<file path="config.mk">
export PLATFORM = sky130hd
export DESIGN_NAME = tpi_ctrl
export DESIGN_NICKNAME = d
export VERILOG_FILES = /design/src/rtl/trajectory_playback_interpolator_unit_assert.svh /design/src/rtl/tpi_pkg.sv /design/src/rtl/tpi_ctrl.sv
export SDC_FILE = /design/constraint.sdc
export NUM_CORES = 1
export LEC_CHECK = 0
export ABC_AREA = 1
export BUFFER_PORTS_ARGS = -buffer_cell sky130_fd_sc_hd__buf_4
export CAP_MARGIN = 20
export CORE_MARGIN = 3
export CORE_UTILIZATION = 35
export DETAILED_ROUTE_END_ITERATION = 7
export PLACE_DENSITY_LB_ADDON = 0.15
export SYNTH_ARGS = -nofsm -noshare
export SYNTH_HDL_FRONTEND = slang
export SYNTH_SLANG_ARGS = --single-unit
</file>
<file path="constraint.sdc">
create_clock -name clk -period 1.95 [get_ports clk]
set_input_delay 0.39 -clock clk [delete_from_list [all_inputs] [get_ports clk]]
set_output_delay 0.39 -clock clk [all_outputs]
set_load 0.03 [all_outputs]
</file>
<file path="src/rtl/trajectory_playback_interpolator_unit_assert.svh">
// Assertion macros used by the playback interpolator datapath.
`ifndef TRAJECTORY_PLAYBACK_INTERPOLATOR_UNIT_ASSERT_SVH
`define TRAJECTORY_PLAYBACK_INTERPOLATOR_UNIT_ASSERT_SVH

// same-cycle implication, clocked on clk, off during reset
`define TPI_ASSERT_IMP(lbl, ante, cons) \
  lbl: assert property (@(posedge clk) disable iff (!rst_n) (ante) |-> (cons)) \
    else $error("tpi check failed");

// next-cycle implication
`define TPI_ASSERT_NXT(lbl, ante, cons) \
  lbl: assert property (@(posedge clk) disable iff (!rst_n) (ante) |=> (cons)) \
    else $error("tpi check failed");

`endif

</file>
<file path="src/rtl/tpi_pkg.sv">
// Shared types and constants of the playback interpolator.
`default_nettype none
package tpi_pkg;

  localparam int FRAC_BITS = 36;
  localparam int JIDX_W    = 5;
  localparam int BFRM_W    = 10;

  // configuration register indexes
  localparam logic [2:0] CFG_FRAME_COUNT = 3'd0;
  localparam logic [2:0] CFG_JOINT_COUNT = 3'd1;
  localparam logic [2:0] CFG_FRAME_RATE  = 3'd2;
  localparam logic [2:0] CFG_SPEED       = 3'd3;
  localparam logic [2:0] CFG_LOOP_EN     = 3'd4;
  localparam logic [2:0] CFG_PAUSE_TIME  = 3'd5;

  // reset values
  localparam logic [10:0] RST_FRAME_COUNT = 11'd1;
  localparam logic [5:0]  RST_JOINT_COUNT = 6'd1;
  localparam logic [15:0] RST_FRAME_RATE  = 16'd12800;
  localparam logic [15:0] RST_SPEED       = 16'd4096;

  typedef struct packed {
    logic [10:0] frame_count;
    logic [5:0]  joint_count;
    logic [15:0] frame_rate;
    logic [15:0] speed;
    logic        loop_enable;
    logic [31:0] pause_time;
  } tpi_cfg_t;

  typedef enum logic [8:0] {
    ST_IDLE   = 9'b000000001,
    ST_MUL_RS = 9'b000000010,
    ST_MUL_P  = 9'b000000100,
    ST_MUL_PZ = 9'b000001000,
    ST_SETUP  = 9'b000010000,
    ST_DIV    = 9'b000100000,
    ST_CLAMP  = 9'b001000000,
    ST_ISSUE  = 9'b010000000,
    ST_DRAIN  = 9'b100000000
  } tpi_state_t;

  typedef struct packed {
    logic load;
    logic start;
    logic mul_rs;
    logic mul_p;
    logic mul_pz;
    logic setup;
    logic div_step;
    logic clamp;
    logic issue;
  } tpi_cmd_t;

  typedef struct packed {
    logic do_div;
    logic div_last;
    logic adv;
    logic last_joint;
    logic pipe_empty;
  } tpi_stat_t;

endpackage
`default_nettype wire

</file>
<file path="src/rtl/tpi_ctrl.sv">
// Sequencer of the playback interpolator: setup, modulo, joint issue.
`default_nettype none
module tpi_ctrl
  import tpi_pkg::*;
(
  input  wire logic      clk,
  input  wire logic      rst_n,
  input  wire logic      in_valid,
  input  wire logic      in_kind,
  output logic           in_stall,
  input  var  tpi_stat_t st,
  output tpi_cmd_t       cmd
);

  tpi_state_t state_r, state_nxt;

  always_ff @(posedge clk) begin
    if (!rst_n) begin
      state_r <= ST_IDLE;
    end else begin
      state_r <= state_nxt;
    end
  end

  assign in_stall = (state_r != ST_IDLE);

  always_comb begin
    state_nxt = state_r;
    cmd       = '0;
    case (state_r)
      ST_IDLE: begin
        if (in_valid) begin
          if (in_kind) begin
            cmd.start = 1'b1;
            state_nxt = ST_MUL_RS;
          end else begin
            cmd.load = 1'b1;
          end
        end
      end
      ST_MUL_RS: begin
        cmd.mul_rs = 1'b1;
        state_nxt  = ST_MUL_P;
      end
      ST_MUL_P: begin
        cmd.mul_p = 1'b1;
        state_nxt = ST_MUL_PZ;
      end
      ST_MUL_PZ: begin
        cmd.mul_pz = 1'b1;
        state_nxt  = ST_SETUP;
      end
      ST_SETUP: begin
        cmd.setup = 1'b1;
        state_nxt = ST_DIV;
      end
      ST_DIV: begin
        if (!st.do_div) begin
          state_nxt = ST_CLAMP;
        end else begin
          cmd.div_step = 1'b1;
          if (st.div_last) state_nxt = ST_CLAMP;
        end
      end
      ST_CLAMP: begin
        cmd.clamp = 1'b1;
        state_nxt = ST_ISSUE;
      end
      ST_ISSUE: begin
        if (st.adv) begin
          cmd.issue = 1'b1;
          if (st.last_joint) state_nxt = ST_DRAIN;
        end
      end
      ST_DRAIN: begin
        if (st.pipe_empty) state_nxt = ST_IDLE;
      end
      default: begin
        state_nxt = ST_IDLE;
      end
    endcase
  end

endmodule
`default_nettype wire

</file>
# == Word level (Yosys, flattened, before mapping) ==
# Cells that the tools add are included.
# word_totals
register_bits,9
in_bits,9
out_inout_bits,10
wordCells,39
# classes
n_eq_ne,16
muxes,21
n_reduce_logical,1
# ops
op,count
case mux 9 bit (9 select lines),1
two-way mux 9 bit,7
two-way mux 1 bit,11
"inequality test 2 bit, second input constant",5
"equality test 9 x 1 -> 1 bit, second input constant",1
"equality test 9 x 2 -> 1 bit, second input constant",1
"equality test 9 x 3 -> 1 bit, second input constant",1
"equality test 9 x 4 -> 1 bit, second input constant",1
"equality test 9 x 5 -> 1 bit, second input constant",1
"equality test 9 x 6 -> 1 bit, second input constant",1
"equality test 9 x 7 -> 1 bit, second input constant",1
"equality test 9 x 8 -> 1 bit, second input constant",1
"equality test 9 bit, second input constant",1
"inequality test 9 x 1 -> 1 bit, second input constant",1
AND reduction 6 bit,1
two-way mux 2 bit,2
"inequality test 3 bit, second input constant",1

# == Logic depth before layout (Yosys ltp) ==
# depth
ltp_word,3
mapped_depth,9
depth_no_buf,9

# == Worst setup path after synthesis ==
# No wires, ideal clock.
# synth_path
kind,flip-flop to output port
startpoint,reg state_r[6]
endpoint,out cmd[7] (netlist name)
arrival_ns,1.504
required_ns,1.560
setup_slack_ns,0.056
path_stages_with_launch,8
path_buffers,0
cell_sequence,dfxtp_1 > nor2_4 > nand2_4 > nor2_4 > nand2_1 > inv_1 > nand2_1 > nor2_1
# synth_rtl
item,line,text
start: declaration,tpi_ctrl.sv:15,"tpi_state_t state_r, state_nxt;"
start signal: assignment,tpi_ctrl.sv:21,state_r <= state_nxt;
end: declaration,tpi_ctrl.sv:12,output tpi_cmd_t cmd

==> flow_summary.json <==
{
  "grt_pass1_vias": 712,
  "synth_ff_type": "dfxtp_1",
  "cts_buffer_depth": 2,
  "drt-met1-wl_um": 839,
  "rows": 15,
  "fin_nets": 155,
  "synth.distinct_cells": 16,
  "leakage_nw": 0.518,
  "cts_tree": "built",
  "top_regs": "state_r: 9 flops",
  "synthCells": 121,
  "setup_viol": 0,
  "die_x_um": 51.3,
  "finalPower_mw": 1.33,
  "post-dp-hpwl_mm": 1.40,
  "path_class": "register to output pin",
  "synth_common_cells": "nor2_1, inv_1, nand2_1",
  "fillCellCount": 208,
  "max-slew-margin-rel_pct": 79.5,
  "areaGrowthSynthToFinish_pct": 31.0,
  "synthArstFlopShare_pct": 0,
  "fp.dieH_um": 51.3,
  "combPwrFrac_pct": 67.8,
  "clk_pin_slew_ns": 0.06,
  "grt_start_max_net_pins": 10,
  "rsz0062_at_grt": "no",
  "layout-drive-gt1-share_pct": 32.4,
  "intPower_mw": 0.626,
  "multi_input_area_um2": 445,
  "crit_path_end_kind": "output pin",
  "dr.pass1.iters": 4,
  "final.setup_skew_ns": 0.00127,
  "post-route-min-period_ns": 1.84,
  "core_area_um2": 1840,
  "hold_path_class": "input port to register",
  "ys_seq_area_share_pct": 25.1,
  "seqPwrFrac_pct": 21.6,
  "cts.sinks": 9,
  "antenna_found_initial": 0,
  "synth_area_leaders": "dfxtp_1, nor2_1, nand3_1",
  "cts_buffers": 3,
  "sw_frac_of_total_pct": 53.0,
  "timing.final.crit_share_pct": 94.5,
  "post-route-util_pct": 51.2,
  "largest_register": "state_r",
  "power.switching_mw": 0.706,
  "largest_register_ffs": 9,
  "syn_area_um2": 718,
  "cap_violations": 0,
  "clk_latency_ns": 0.26,
  "synth_edf_count": 0,
  "grt-ovfl-total": 0,
  "grt_util_all_layers_pct": 15.6,
  "fmax_mhz": 543,
  "tns_ns": 0,
  "regArea_um2": 183,
  "drv_slew": 0,
  "viasPerCell": 4.58,
  "port_buffers": 18,
  "design.die.area_um2": 2630,
  "top_layer": "met4",
  "required_ns": 1.56,
  "yosys_warnings": 0,
  "globalplace.congestion": 0.869,
  "wl_per_cell_um": 10.3,
  "clk_root_buffer_cell": "clkbuf_4",
  "wl_met2_um": 731,
  "routed_wl_mm": 1.76,
  "synth.ff_latch_count": 9,
  "initial_core_util_pct": 39.0,
  "setup_ws_ns": 0.108,
  "holdBufCountCts": 0,
  "timing_worst_slew_pin_value_ns": 0.304,
  "pin_count": 19,
  "antenna_left": 0,
  "synth_top_area_share_pct": 25.1,
  "drc_errors": 0,
  "outcome": "finished clean",
  "drt_iter0_markers": 20,
  "grt_first_pass_wirelength_mm": 3.04,
  "power_frac_clock_pct": 10.6,
  "path_max_fanout": 4,
  "yosysMostFrequentCell": "nor2_1",
  "h-tree-depth": 1,
  "route.met3.wl_um": 149,
  "synth_nets": 130,
  "num_vias": 778,
  "ir_worst_vdd_mv": 0.669,
  "fin_area_um2": 941,
  "final_hold_viol_count": 0,
  "startpoint_type": "register",
  "arrival_ns": 1.45,
  "synth_area_leader_cell": "dfxtp_1",
  "place_ws_ns": 0.320,
  "synth.avg_cell_area_um2": 5.94,
  "placed_cell_area_um2": 880,
  "diodes": 0,
  "power_density_nw_per_um2": 1420
}
==> path summary, 6_finish.rpt <==
check                   from  slack [ns]  depth (start not counted)          to
setup / recovery  state_r[6]        0.11                          8      cmd[8]
hold / removal         rst_n        0.42                          3  state_r[7]
setup reg to reg  state_r[6]        0.55                         10  state_r[5]
hold reg to reg   state_r[7]        0.54                          2  state_r[7]
==> layout by cell type (no fill, tap or decap), types with 2 or more instances in the layout <==
| master | Yosys | final |
|---|---|---|
| dfxtp_2 | 0 | 2 |
| nand4_1 | 2 | 2 |
| nand2_2 | 3 | 3 |
| inv_2 | 5 | 6 |
| nor2_1 | 28 | 28 |
| buf_4 | 0 | 21 |
| nor2_4 | 5 | 7 |
| o21ai_0 | 2 | 2 |
| dfxtp_1 | 9 | 7 |
| nand3_2 | 3 | 3 |
| nand2_1 | 19 | 19 |
| nand3_1 | 18 | 18 |
| inv_1 | 21 | 20 |
| clkbuf_4 | 0 | 3 |
==> power by group through the flow <==
stage	Clock, mW	Sequential (mW)	Combinational [mW]
floorplan	0	0.272	0.653
global placement	0	0.279	0.855
detailed placement	0	0.279	0.848
CTS	0.151	0.275	0.852
global route	0.163	0.296	1.00
finish	0.141	0.288	0.903
==> metal layers <==
metal / global-route usage, % / up-vias
met4: 10.5 / 0
met5: 0 / -
met2: 23.2 / 30
met3: 2.92 / 4
li1: - / 419
met1: 20.2 / 325
==> critical path: stages (launching register included) <==
cell and delay, ns:
dfxtp_1 0.36, nor2_4 0.16, nand2_4 0.09, nor2_4 0.10, nand2_1 0.10, inv_2 0.07, nand2_1 0.06, nor2_1 0.09
buf_4 0.16
==> metrics by stage <==
step	hold WS, ns	cells
6_report	0.416	170
5_1_grt	0.419	170
3_5_place_dp	0.565	163
3_3_place_gp	0.550	163
4_1_cts	0.410	167
2_1_floorplan	0.521	121
==> kinds of logic after synthesis <==
| family | count (synthesis) | share of synthesized area, % |
|---|---|---|
| compound gates | 2 | 1.39 |
| buf+inv | 27 | 14.3 |
| flops | 9 | 25.1 |
| simple gates | 83 | 59.2 |
==> repair_timing <==
item                                    in CTS  in global routing
setup buffers                                0                  3
resized for setup                            0                  5
endpoints found under the setup margin       0                  3
==> area by class of cell <==
class	instances	share of cell area, %
multi-input combinational	85	47.3
sequential	9	19.4
timing repair buffer	21	16.8
inverter	26	10.4
tap	25	3.32
clock buffer	4	2.79
No activity file was read; power rests on OpenSTA's default activity.
